**src/hw/rtl/peaking_eq_coefficient_calc_assert.svh**
```systemverilog
// assertion helpers shared by the coefficient calculator
`ifndef PEAKING_EQ_COEFFICIENT_CALC_ASSERT_SVH
`define PEAKING_EQ_COEFFICIENT_CALC_ASSERT_SVH

// same-cycle implication
`define PEC_ASSERT_IMPLY(lbl, clk, rst, ante, cons, msg) \
   lbl: assert property (@(posedge clk) disable iff (rst) (ante) |-> (cons)) \
      else $error(msg);

// next-cycle implication
`define PEC_ASSERT_NEXT(lbl, clk, rst, ante, cons, msg) \
   lbl: assert property (@(posedge clk) disable iff (rst) (ante) |=> (cons)) \
      else $error(msg);

`endif

```
**src/hw/rtl/pec_div_chain.sv**
```systemverilog
module pec_div_chain #(
   parameter int NW = 48,
   parameter int DW = 16,
   parameter int QW = 32,
   parameter int PW = 1
) (
   input  logic          clock,
   input  logic          reset,
   input  logic          adv,
   input  logic          in_valid,
   input  logic [NW-1:0] num,
   input  logic [DW-1:0] den,
   input  logic [PW-1:0] pay_in,
   output logic          out_valid,
   output logic [QW-1:0] quo,
   output logic [PW-1:0] pay_out
);

   // one restoring step per cell, quotient bit from the top down
   logic [DW-1:0] rem_ff [QW];
   logic [QW-1:0] low_ff [QW];
   logic [QW-1:0] quo_ff [QW];
   logic [DW-1:0] den_ff [QW];
   logic [PW-1:0] pay_ff [QW];
   logic [QW-1:0] vld_ff;
   logic [NW-QW+DW-1:0] hi_ext;

   // upper numerator bits are known to lie below the divisor
   assign hi_ext = {{DW{1'b0}}, num[NW-1:QW]};

   for (genvar k = 0; k < QW; k++) begin : g_cell
      logic [DW-1:0] stg_rem;
      logic [QW-1:0] stg_low, stg_quo;
      logic [DW-1:0] stg_den;
      logic [PW-1:0] stg_pay;
      logic          stg_vld;
      logic [DW:0]   trial, diff;
      logic          take;

      if (k == 0) begin : g_head
         assign stg_rem = hi_ext[DW-1:0];
         assign stg_low = num[QW-1:0];
         assign stg_quo = '0;
         assign stg_den = den;
         assign stg_pay = pay_in;
         assign stg_vld = in_valid;
      end else begin : g_link
         assign stg_rem = rem_ff[k-1];
         assign stg_low = low_ff[k-1];
         assign stg_quo = quo_ff[k-1];
         assign stg_den = den_ff[k-1];
         assign stg_pay = pay_ff[k-1];
         assign stg_vld = vld_ff[k-1];
      end

      assign trial = {stg_rem, stg_low[QW-1]};
      assign diff  = trial - {1'b0, stg_den};
      assign take  = trial >= {1'b0, stg_den};

      always_ff @(posedge clock) begin
         if (reset) begin
            vld_ff[k] <= 1'b0;
         end else if (adv) begin
            vld_ff[k] <= stg_vld;
         end
      end

      always_ff @(posedge clock) begin
         if (adv) begin
            rem_ff[k] <= take ? diff[DW-1:0] : trial[DW-1:0];
            low_ff[k] <= {stg_low[QW-2:0], 1'b0};
            quo_ff[k] <= {stg_quo[QW-2:0], take};
            den_ff[k] <= stg_den;
            pay_ff[k] <= stg_pay;
         end
      end
   end

   assign out_valid = vld_ff[QW-1];
   assign quo       = quo_ff[QW-1];
   assign pay_out   = pay_ff[QW-1];

endmodule

```
**config.mk**
```make
export PLATFORM = sky130hd
export DESIGN_NAME = pec_div_chain
export DESIGN_NICKNAME = d
export VERILOG_FILES = /design/src/hw/rtl/peaking_eq_coefficient_calc_assert.svh /design/src/hw/rtl/pec_div_chain.sv
export SDC_FILE = /design/constraint.sdc
export NUM_CORES = 2
export LEC_CHECK = 0
export BUFFER_PORTS_ARGS = -buffer_cell sky130_fd_sc_hd__buf_2
export CAP_MARGIN = 20
export CORE_MARGIN = 3
export CORE_UTILIZATION = 38
export DETAILED_ROUTE_END_ITERATION = 10
export GPL_TIMING_DRIVEN = 0
export REMOVE_ABC_BUFFERS = 1
export SETUP_SLACK_MARGIN = 0.02
export SYNTH_ARGS = -nofsm -noshare
export SYNTH_HDL_FRONTEND = slang
export SYNTH_SLANG_ARGS = --single-unit
export TNS_END_PERCENT = 20
```
**constraint.sdc**
```tcl
create_clock -name clock -period 3.05 [get_ports clock]
set_clock_uncertainty 0.15 [all_clocks]
set_input_delay 0.7625 -clock clock [delete_from_list [all_inputs] [get_ports clock]]
set_output_delay 0.7625 -clock clock [all_outputs]
set_load 0.05 [all_outputs]
```
Word level (Yosys, flattened, before mapping):

Memories as Yosys holds them, arrays and structs flattened.
Cells that the tools add are included.
Widths: inputs -> output; s select.

* add/sub/neg operators: 32
* magnitude comparators: 32
* muxes and demuxes: 34

Operators by type and width (count)
* $ge 17x16->1: 32
* $mux 16: 32
* $sub 16x16->16: 32
* $mux 1: 2

* register bits: 32
* RAM bits: 3072
* bits of input ports: 69
* output and inout bits: 34
* memories kept: 5

Memories
* quo_ff: depth 32, width 32, rd ports 32, clocked after Yosys merged registers in 0, write ports 32, line pec_div_chain.sv:22 `logic [QW-1:0] quo_ff [QW];`
* low_ff: depth 32, width 31, rd ports 31, clocked after Yosys merged registers in 0, write ports 32, line pec_div_chain.sv:21 `logic [QW-1:0] low_ff [QW];`
* den_ff: depth 32, width 16, rd ports 31, clocked after Yosys merged registers in 0, write ports 32, line pec_div_chain.sv:23 `logic [DW-1:0] den_ff [QW];`
* rem_ff: depth 32, width 16, rd ports 31, clocked after Yosys merged registers in 0, write ports 32, line pec_div_chain.sv:20 `logic [DW-1:0] rem_ff [QW];`
* pay_ff: depth 32, width 1, rd ports 32, clocked after Yosys merged registers in 0, write ports 32, line pec_div_chain.sv:24 `logic [PW-1:0] pay_ff [QW];`

Longest topological paths before layout:

An unclocked memory read counts as a cell.

* word-level depth: 3
* mapped depth: 12
* mapped depth without buffers: 11

Worst setup path after synthesis:

Ideal clock, no wire load.

* path type: input-to-reg
* start point: in den[6]
* end point: mem rem_ff[0][10] (data pin)
* setup time: 260 ps
* data arrival time: 2832 ps
* required time: 2640 ps
* path slack: -191 ps
* stages: 11
* path through: inv_1 ha_1 a21oi_1 o21ai_0 or3_1 o22ai_1 o21ai_0 o221ai_1 nand2_1 buf_2 mux2_2

RTL lines
* start: declaration: line pec_div_chain.sv:12 `input logic [DW-1:0] den,`
* end: declaration: line pec_div_chain.sv:20

==> impl_metrics.csv <==
group,metric,value,unit
placed_design,dpl_cell_area,0.0976,mm²
placed_design,port-buffer-count,102,
timing,drv_slew,0,
final_layout,layout-drive-gt1-share,18.9,%
logic_synthesis,synth_ff_type,"edfxtp_1",
global_route,grt_pass1_vias,52100,
timing,min_period,3.09,ns
timing,relSlewSlack,23.7,%
logic_synthesis,ys_seq_area_share,67.0,%
timing,tns,-0.940,ns
final_layout,area_growth,18.4,%
floorplan,fp-row-count,180,
final_layout,design_area,0.110,mm²
clocking,clk_latency,0.86,ns
floorplan,io_pins,103,
timing,setup_ws,-0.0436,ns
critical_path,cp.required,3.47,ns
logic_synthesis,synth_edf_count,2048,
clocking,clk_path_buf_depth,3,
clocking,clock_sinks,2080,
timing,finalCritPeriodShare,101,%
hold_path,hold_path_class,"in2reg",
flow_run,maxCapViolCount,0,
global_route,grt_use_total,13.4,%
floorplan,die_height,500,µm
critical_path,cp_max_fo,4,
drt,ant_nets,0,
critical_path,endpoint_kind,"flip-flop",
critical_path,critical_path_class,"reg2reg",
floorplan,die_x,500,µm
logic_synthesis,ys_warn_count,0,
timing,rsz0062_at_grt,"yes",
clocking,clk_pin_slew,0.06,ns
timing,final-hold-violation-count,0,
critical_path,rr_endpoint,"rem_ff[1][141]",
clocking,clock_tree.root_cell,"clkbuf_16",
drt,drc,0,
critical_path,start_kind,"flip-flop",
power,peakVddDrop,0.628,mV
clocking,cts_tree,"yes",
logic_synthesis,syn_inst,6450,
floorplan,initial_core_util,38.4,%
clocking,cts_htree_levels,4,
logic_synthesis,syn_avg_cell_area,14.4,µm²
timing,worst_pin_slew,1.14,ns
logic_synthesis,synth.distinct_cells,86,
drt,drt_iter0_drc,3686,
logic_synthesis,async_flop_share,0,%
floorplan,die_area,0.250,mm²
critical_path,reg2reg_slack,-0.04,ns
hold_path,hold_path.startpoint,"num[45]",
drt,vias,52000,
outcome,status,"complete, but fails checks",
logic_synthesis,netlist_area,0.0928,mm²
final_layout,fillCellCount,21000,
final_layout,fin_nets,7588,
power,power.density,1010,mW/mm²
drt,avgRoutedWirePerCell,16.8,µm
drt,totalWireLength,174000,µm
timing,setup_viol,38,
power,p_leak,0.0416,µW
critical_path,crit_arrival,3.52,ns
placed_design,gp_congestion,0.876,
critical_path,r2r.worst_path.cells,10,
global_route,grt-ovfl-total,0,
global_route,grt_max_degree,179,
placed_design,dp_hpwl,112000,µm
logic_synthesis,yosys_register_bits,2080,
drt,first_pass_iters,5,
global_route,grt_first_pass_wirelength,273000,µm
hold_path,min_to,"rem_ff[0][14]",
global_route,antenna_found_initial,4,
timing,max_freq,0.323,GHz
critical_path,reg2reg_from,"den_ff[1][113]",
outcome,violations,"setup timing",
final_layout,final_core_util,45.5,%
clocking,cts_buffers,222,
floorplan,core,0.242,mm²
drt,routed_via_density,5.02,
hold_path,holdPathStages,2,
==> worst max path at each step <==
stage,from,endpoint,slack (ns),cells after the start
2_1_floorplan,rem_ff[1][2],rem_ff[1][20],-0.44,8
3_3_place_gp,adv,g_cell[6].stg_vld,-32.73,3
3_5_place_dp,den[6],rem_ff[0][5],-0.94,11
4_1_cts,den_ff[1][58],rem_ff[1][72],-0.11,11
5_1_grt,den_ff[0][49],rem_ff[0][75],-0.14,11
6_report,den_ff[1][113],rem_ff[1][141],-0.04,10
==> where the power goes <==
group          switching (µW)  internal [µW]  leakage [µW]  total, µW
combinational           21700          20000        0.0177      41700
sequential               2680          38900        0.0203      41600
clock                   11400          16000       0.00364      27400
total                   35800          74800        0.0416     111000
==> routing by layer <==
layer,GRT usage (%),up-vias,share of wire (%)
met5,0,-,0
met3,2.52,362,4.1
met4,4.81,0,3.3
li1,-,25300,-
met1,16.7,25500,43
met2,23.0,928,50
==> cell usage after synthesis (107+ instances only) <==
cell | n | area share, %
edfxtp_1 | 2048 | 66
o21ai_0 | 251 | 1.4
a21oi_1 | 291 | 1.6
o21a_1 | 107 | 0.87
nor2_1 | 333 | 1.3
nand3_1 | 114 | 0.61
xor2_1 | 114 | 1.1
ha_1 | 512 | 6.9
xnor2_1 | 217 | 2.0
mux2_2 | 304 | 3.7
nand2_1 | 298 | 1.2
inv_1 | 647 | 2.6
==> repair_timing <==
action,CTS,global route
buffers inserted,101,73
pin swaps,64,124
hold endpoints to repair,50,0
cloned,11,6
setup endpoints to repair,480,442
resized for setup,282,287
hold buffers,50,0
==> through the flow <==
step | power [µW] | hold slack, ns | cells | setup slack [ns]
2_1_floorplan | 68200 | 0.250 | 6387 | -0.441
3_3_place_gp | 77100 | 0.250 | 9674 | -32.73
3_5_place_dp | 77300 | 0.255 | 9698 | -0.943
4_1_cts | 109000 | 0.00429 | 10300 | -0.112
5_1_grt | 117000 | 0.0296 | 10400 | -0.139
6_report | 111000 | 0.0994 | 10400 | -0.0436
==> cells in the final DEF, fill, tap and decap left out, types with 37 or more instances in the layout <==
cell	synthesis	layout
xnor2_1	217	217
o21ai_1	12	41
mux2i_1	86	86
clkinv_1	0	45
clkbuf_16	0	226
clkbuf_1	33	37
nor3_1	89	79
buf_4	3	147
o21a_1	107	107
a21o_1	92	92
edfxtp_1	2048	2048
nand2b_1	43	43
nand4_1	76	76
o21ai_0	251	193
a21oi_1	291	254
inv_1	647	629
dlygate4sd3_1	0	50
ha_1	512	451
nand2_1	298	288
nor2_1	333	325
mux2_2	304	284
nand3_1	114	109
clkinv_2	0	49
xor2_1	114	114
ha_4	0	37
buf_2	22	103
nor2b_1	83	70
==> state kept, by name, summed over array words and instances, names as in the netlist <==
signal and flops:
low_ff 496, g_cell.stg_vld 31, quo_ff 528, rem_ff 496, den_ff 496, out_valid 1, pay_ff 32
==> critical path: stages (launching register included) <==
cell and delay [ns]:
edfxtp_1 0.48, inv_2 0.10, ha_4 0.20, nor2b_4 0.12, o31a_1 0.30, o21ai_2 0.21
a21oi_2 0.08, o41a_1 0.48, o21ai_4 0.23, inv_2 0.10, mux2_4 0.35
==> cell type report <==
cell class | instances | area, µm² | share of cell area (%)
sequential | 2080 | 62100 | 56.5
multi-input combinational | 3668 | 30700 | 27.9
clock buffer | 259 | 5690 | 5.18
tap | 3185 | 3990 | 3.63
timing repair buffer | 355 | 3150 | 2.87
inverter | 649 | 2440 | 2.22
clock inverter | 157 | 1830 | 1.66
antenna | 1 | 2.50 | 0.00228
==> cells by family after synthesis <==
family,count (synthesis),share of synthesized area [%]
xor gates and xnor gates,331,3.12
muxes,406,4.87
DFF,2080,67.0
AOI/OAI and AO/OA,1159,8.17
and+or+nand+nor,1219,6.38
adders and majority gates,543,7.57
buffers and inverters,712,2.94
(Power assumes the default switching activity.)
