--- config.mk ---
export PLATFORM = sky130hd
export DESIGN_NAME = pec_series_cell
export DESIGN_NICKNAME = d
export VERILOG_FILES = /design/src/hw/rtl/peaking_eq_coefficient_calc_assert.svh /design/src/hw/rtl/pec_pkg.sv /design/src/hw/rtl/pec_series_cell.sv
export SDC_FILE = /design/constraint.sdc
export NUM_CORES = 2
export LEC_CHECK = 0
export BUFFER_PORTS_ARGS = -buffer_cell sky130_fd_sc_hd__buf_2
export CORE_MARGIN = 5
export CORE_UTILIZATION = 40
export DETAILED_ROUTE_END_ITERATION = 10
export HOLD_SLACK_MARGIN = 0.15
export PLACE_DENSITY_LB_ADDON = 0.2
export RECOVER_POWER = 50
export SYNTH_ARGS = -nofsm -noshare
export SYNTH_HDL_FRONTEND = slang
export SYNTH_SLANG_ARGS = --single-unit
--- constraint.sdc ---
create_clock -name clock -period 20.8 [get_ports clock]
set_input_delay 3.12 -clock clock [delete_from_list [all_inputs] [get_ports clock]]
set_output_delay 3.12 -clock clock [all_outputs]
set_load 0.05 [all_outputs]
--- src/hw/rtl/peaking_eq_coefficient_calc_assert.svh ---
// assertion helpers shared by the coefficient calculator
`ifndef PEAKING_EQ_COEFFICIENT_CALC_ASSERT_SVH
`define PEAKING_EQ_COEFFICIENT_CALC_ASSERT_SVH

// same-cycle implication
`define PEC_ASSERT_IMPLY(lbl, clk, rst, ante, cons, msg) \
   lbl: assert property (@(posedge clk) disable iff (rst) (ante) |-> (cons)) \
      else $error(msg);

// next-cycle implication
`define PEC_ASSERT_NEXT(lbl, clk, rst, ante, cons, msg) \
   lbl: assert property (@(posedge clk) disable iff (rst) (ante) |=> (cons)) \
      else $error(msg);

`endif

--- src/hw/rtl/pec_pkg.sv ---
package pec_pkg;

   // register indexes of the configuration port
   localparam logic CSR_Q_FACTOR    = 1'b0;
   localparam logic CSR_SAMPLE_RATE = 1'b1;

   localparam logic [11:0] Q_RESET  = 12'd256;
   localparam logic [17:0] FS_RESET = 18'd44100;
   localparam logic [11:0] Q_MIN    = 12'd26;
   localparam logic [11:0] Q_MAX    = 12'd2560;
   localparam logic [17:0] FS_MIN   = 18'd8000;
   localparam logic [17:0] FS_MAX   = 18'd192000;
   localparam logic signed [12:0] GAIN_MAX = 13'sd3072;
   localparam logic signed [12:0] GAIN_MIN = -13'sd3072;

   // fixed-point constants, Q30
   localparam logic [31:0] Q30_ONE   = 32'h4000_0000;
   localparam logic [17:0] LN10_STEP = 18'd241443;
   localparam logic [33:0] TWOPI_Q30 = 34'd6746518852;

   localparam int EXP_TERMS  = 16;
   localparam int TRIG_TERMS = 20;

   // quotient widths of the dividers and the numerator magnitude width
   localparam int PH_QW = 31;
   localparam int AL_QW = 34;
   localparam int AD_QW = 36;
   localparam int MAG_W = 37;

   localparam int REQ_W = 40;
   localparam int RSP_W = 168;

   // data handed from one series cell to the next
   typedef struct packed {
      logic               valid;
      logic signed [31:0] value;
      logic signed [31:0] factor;
      logic signed [33:0] acc0;
      logic signed [33:0] acc1;
   } ser_type;

endpackage

--- src/hw/rtl/pec_series_cell.sv ---
module pec_series_cell #(
   parameter int N       = 1,
   parameter bit ACC_SEL = 1'b0,
   parameter bit ACC_NEG = 1'b0,
   parameter int PW      = 1
) (
   input  logic              clock,
   input  logic              reset,
   input  logic              adv,
   input  pec_pkg::ser_type  ser_in,
   input  logic [PW-1:0]     pay_in,
   output pec_pkg::ser_type  ser_out,
   output logic [PW-1:0]     pay_out
);

   // reciprocal of the term index, floor(2^33 / n)
   localparam logic [33:0] RECIP = 34'((64'd1 << 33) / N);
   localparam logic [5:0]  N_L   = 6'(N);

   pec_pkg::ser_type   s1_ff, s2_ff, s3_ff;
   logic signed [63:0] prod_ff, prod_in;
   logic [PW-1:0]      pay1_ff, pay2_ff, pay3_ff;
   logic               neg_ff, neg_in;
   logic [31:0]        u_ff, u_in;
   logic [65:0]        qm_ff, qm_in;
   logic [63:0]        mag;
   logic [31:0]        q_est, q_fix;
   logic [37:0]        qn, rem;
   logic signed [31:0] term_mag, term;
   logic signed [33:0] term_ext;
   pec_pkg::ser_type   s3_in;

   // stage one: term times factor
   assign prod_in = ser_in.value * ser_in.factor;

   // stage two: magnitude over 2^30, times reciprocal
   assign mag    = prod_ff[63] ? 64'd0 - prod_ff : prod_ff;
   assign neg_in = prod_ff[63];
   assign u_in   = mag[61:30];
   assign qm_in  = 66'(u_in) * 66'(RECIP);

   // stage three: one correction step, sign and accumulate
   assign q_est    = qm_ff[64:33];
   assign qn       = 38'(q_est) * 38'(N_L);
   assign rem      = 38'(u_ff) - qn;
   assign q_fix    = (rem >= 38'(N_L)) ? q_est + 32'd1 : q_est;
   assign term_mag = {1'b0, q_fix[30:0]};
   assign term     = neg_ff ? -term_mag : term_mag;
   assign term_ext = 34'(term);

   always_comb begin
      s3_in       = s2_ff;
      s3_in.value = term;
      if (ACC_SEL == 1'b0) begin
         s3_in.acc0 = ACC_NEG ? s2_ff.acc0 - term_ext : s2_ff.acc0 + term_ext;
      end else begin
         s3_in.acc1 = ACC_NEG ? s2_ff.acc1 - term_ext : s2_ff.acc1 + term_ext;
      end
   end

   always_ff @(posedge clock) begin
      if (reset) begin
         s1_ff.valid <= 1'b0;
         s2_ff.valid <= 1'b0;
         s3_ff.valid <= 1'b0;
      end else if (adv) begin
         s1_ff <= ser_in;
         s2_ff <= s1_ff;
         s3_ff <= s3_in;
      end
   end

   always_ff @(posedge clock) begin
      if (adv) begin
         prod_ff <= prod_in;
         pay1_ff <= pay_in;
         neg_ff  <= neg_in;
         u_ff    <= u_in;
         qm_ff   <= qm_in;
         pay2_ff <= pay1_ff;
         pay3_ff <= pay2_ff;
      end
   end

   assign ser_out = s3_ff;
   assign pay_out = pay3_ff;

endmodule

Yosys cells after proc, flatten, opt, wreduce, memory -nomap -nowiden:

Index checks and enable logic that the tools add are counted.

* register bits after elaboration: 435
* latch bits: 0
* bits in writable memories: 0
* memory bits (read-only): 0
* input port bits: 137
* logic and storage cells: 31
* memories kept: 0

* $add $sub $neg: 5
* multipliers: 1
* divide/modulo/power cells: 0
* $lt $le $gt $ge: 1
* eq/ne operators: 0
* shifts and indexed selects: 0
* mux-type cells: 3
* bitwise gates (word level): 1
* reductions and logical operators: 1

Operator list (count)
* 32-bit by 32-bit multiplier with 64-bit output: 1
* 62-bit two-way mux: 1
* 1-bit by 62-bit subtractor with 62-bit output (first input constant): 1
* 38-bit by 1-bit greater-or-equal comparator with 1-bit output (second input constant): 1
* 34-bit by 32-bit adder with 34-bit output: 1
* 32-bit by 32-bit subtractor with 33-bit output: 1
* 32-bit two-way mux: 1
* 31-bit negation with 32-bit output: 1
* 31-bit by 1-bit adder with 31-bit output (second input constant): 1
* 31-bit two-way mux: 1
* 2-bit AND reduction: 1
* 1-bit NOT: 1

Logic depth before layout (Yosys ltp):

* depth in word-level cells: 6
* depth in mapped cells: 30
* depth with buffers taken out: 28

Least setup slack after synthesis:

Ideal clock, no wire load.

* kind: in2reg
* start point: in reset
* end point: reg s1_ff[0] (netlist bit) (enable)
* setup time: 1.078 ns
* arrival time: 17.787 ns
* path slack: 1.936 ns
* cell stages on the path: 1
* cell sequence: nor2b_1

* word-level cells in the longest chain between the ends: 2

Ends and longest elaborated chain
* from (decl): line pec_series_cell.sv:8 `input logic reset,`
* 1-bit NOT (no line)
* 2-bit AND reduction (no line)
* to (signal assigned): line pec_series_cell.sv:67 `s1_ff <= ser_in;`
* to (decl): line pec_series_cell.sv:20 `pec_pkg::ser_type s1_ff, s2_ff, s3_ff;`

Every way passes these cells.
A chain may end at the register's enable or synchronous reset.

Final worst setup path:

* start point: in ser_in[70] (netlist bit)
* end point: reg prod_ff[63], data pin

* word-level cells in the longest chain between the ends: 1

Ends and longest elaborated chain
* from (decl): line pec_series_cell.sv:10 `input pec_pkg::ser_type ser_in,`
* 32-bit by 32-bit multiplier with 64-bit output: line pec_series_cell.sv:34 `assign prod_in = ser_in.value * ser_in.factor;`
* net prod_in[63]: line pec_series_cell.sv:21 `logic signed [63:0] prod_ff, prod_in;`
* to (signal assigned): line pec_series_cell.sv:75 `prod_ff <= prod_in;`
* to (decl): line pec_series_cell.sv:21

The timed path passes the listed nets, and every way through them passes these cells.

==> summary.txt <==
Clock network
  – CTS max path bufs: 3
  – Clock Latency Late Sink: 0.62 ns
  – Postcts setup bufs: 0
  – Post-CTS sizing: 0
  – CTS tree: built
  – Root Buffer: clkbuf_16
  – Clock Sinks: 432
  – Clock slew at reported path FFs: 0.06 ns
  – H-tree Lvls: 2
  – Hold-fix buffers, CTS: 0
  – TritonCTS Buffers: 48

STA
  – Setup_tns: 0 ns
  – Max transition margin: -77.7%
  – Worst clock skew: 0.0363 ns
  – Final worst-path cycle share: 59.6%
  – Hold Fails Final Rpt: 0
  – Unrepaired setup endpoints after global routing: no
  – Fmax: 80.6 MHz
  – Setup-failing EPs final: 0
  – Slew of the pin with the lowest slew margin: 2.67 ns
  – Slew Viols, Final: 1105
  – Final Critical Period: 12.40 ns

Setup path
  – R2R Setup Slk: 15.43 ns
  – CP Capture Type: flop
  – Worst reg2reg path startpoint: qm_ff[38]$_DFFE_PP_
  – Worst Reg-to-Reg Cells: 17
  – Cell mode on critical path: fa_1
  – RR Endpoint: ser_out[66]$_DFFE_PP_
  – Critical path origin: ser_in[70]
  – Arr. time, crit path: 12.73 ns
  – Crit-path max FO: 33
  – Crit start category: primary input
  – Critical path's slowest cell: clkbuf_1
  – Slowest stage delay, CP: 1.62 ns
  – Worst EP required: 21.13 ns
  – Worst setup path class: in2reg

Hold path
  – Hold depth: 0
  – HP Class: reg2reg
  – Hold path start: s2_ff[1]$_DFFE_PP_
  – WHS Endpoint: ser_out[1]$_DFFE_PP_

Global routing
  – Initial antenna violation count: 10
  – Largest net degree at the start of global routing: 72
  – GRT overflow: 0
  – GRT Util Overall: 20.3%
  – First-pass GRT wire length: 213 mm
  – Vias in the first global route: 35.3k

Synthesis
  – Ys flop type: edfxtp_1
  – Synth async-reset ratio: 0%
  – Largest cells by area after synthesis: fa_1, edfxtp_1, inv_1, and2_1, ha_1
  – Synthesized area per cell: 11.0 um^2
  – Number of enable flip-flop cells after synthesis: 429
  – Post-synthesis cell count: 4701
  – Synth Register Bits: 432
  – Post-synth top area share: 41.9%
  – Largest area contributor in the netlist: fa_1
  – Syn Nets: 6139
  – Mapped Area: 51800 um^2
  – Netlist cell types: 58
  – YS warnings: 0
  – Register area share after synthesis: 25.0%

Floorplan
  – IO Count: 271
  – Core ar.: 129000 um^2
  – Die span in y: 370 um
  – Chip Width: 370 um
  – Initial Util: 40.1%
  – Die area: 137000 um^2
  – Site Rows: 132

Final layout
  – Multi-input logic area: 34300 um^2
  – Layout cells sized above 1: 5.20%
  – Design area: 56100 um^2
  – Area growth syn-to-layout: 8.27%
  – Final Net Count: 6285
  – FF/Latch Area: 12900 um^2
  – Fill cells: 12.4k
  – Most common cell after layout, fill and taps aside: fa_1
  – Commonest cells after routing, fill and taps aside: fa_1, inv_1, nand2_1

Detailed routing
  – Metal3 WL: 11.1 mm
  – Pre-antenna DRT Iters: 5
  – DRC Markers: 0
  – Via-per-instance ratio: 4.93
  – Drt total wl: 135 mm
  – Wl on met1: 63.8 mm
  – Top routing layer used: met5
  – Via count: 32.7k
  – Iter 0 DRT Violations: 1923
  – Routed met2 length: 57.1 mm
  – Post-route ant nets: 0
  – Wirelength per Cell: 20.3 um

Outcome
  – Status: finished, violations left
  – Failing checks: max-capacitance violations, max-slew violations

Flow run
  – MaxCap Viol Count: 33

Placement
  – Buffers on Ports: 270
  – Placed Area: 54800 um^2
  – RePlAce Congestion: 0.867
  – Dpl hpwl: 102 mm
final cells by class:
cell class	instances	share of cell area [%]
Multi-Input combinational cell	3065	61.2
Sequential cell	432	23.1
Inverter	987	6.61
Tap cell	1742	3.89
Timing Repair Buffer	313	2.61
Clock buffer	55	2.23
Clock inverter	31	0.395
Antenna cell	5	0.0223
logic make-up after synthesis:
| family | after synthesis | synth area share, % |
|---|---|---|
| muxes | 4 | 0.0773 |
| AOI/OAI and AO/OA | 325 | 4.04 |
| and+or+nand+nor | 1278 | 12.3 |
| buffers and inverters | 1204 | 8.74 |
| DFF | 432 | 25.0 |
| xor gates and xnor gates | 157 | 2.66 |
| adders and majority gates | 1301 | 47.1 |
flip-flops by register name, summed over array words and instances (netlist names):
signal and cells:
ser_out 133, pay2_ff 1, neg_ff 1, s2_ff 101, prod_ff 62, pay1_ff 1, pay_out 1, qm_ff 31
s1_ff 101
worst max-delay path by stage:
stage / end / slack (ns) / cells past startpoint
floorplan: s1_ff[0]$_DFFE_PP_ / 1.94 / 1
global placement: prod_ff[63]$_DFFE_PP_ / 9.05 / 23
detailed placement: prod_ff[63]$_DFFE_PP_ / 9.01 / 23
CTS: prod_ff[63]$_DFFE_PP_ / 9.63 / 23
global route: prod_ff[63]$_DFFE_PP_ / 7.89 / 25
finish: prod_ff[63]$_DFFE_PP_ / 8.40 / 25
Yosys cell counts, drive strengths merged, types with 5 or more instances:
cell type,instances
a211oi,11
a21boi,8
a21o,55
a21oi,86
a221oi,5
and2,496
and3,7
clkbuf,214
edfxtp,429
fa,1083
ha,218
inv,987
nand2,571
nand2b,25
nand3,18
nand4,13
nor2,75
nor2b,9
nor3,16
nor4,12
o211ai,10
o21a,18
o21ai,69
o21bai,14
o31ai,19
o41ai,7
or3,12
or4,14
xnor2,124
xor2,33
worst max-delay path, delay by kind of cell:
kind | cells | cell delay [ns]
AO/OA/AOI/OAI | 4 | 0.89
XOR/XNOR | 1 | 0.11
adder cells (fa/ha/maj) | 9 | 5.01
buffers and inverters | 7 | 2.83
AND/OR/NAND/NOR | 4 | 0.71
per-stage QoR:
| stage | std cells | hold WS, ns | setup slack [ns] | util [%] |
|---|---|---|---|---|
| final | 6630 | 0.410 | 8.40 | 43.4 |
| after floorplan | 4701 | 0.400 | 1.94 | - |
| after global routing | 6626 | 0.412 | 7.89 | 43.4 |
| after detailed placement | 6539 | 0.405 | 9.01 | 42.4 |
| after CTS | 6625 | 0.416 | 9.63 | 43.6 |
| after global placement | 6539 | 0.401 | 9.05 | 42.4 |
routing by layer:
metal / vias to the layer above / GRT usage, %
li1: 14500 / -
met3: 157 / 4.27
met1: 16900 / 30.8
met4: 6 / 4.22
met2: 1060 / 30.1
met5: - / 0
Power is not shown: default switching activity piles up to over one toggle a cycle in this logic, so the estimate is an artifact.
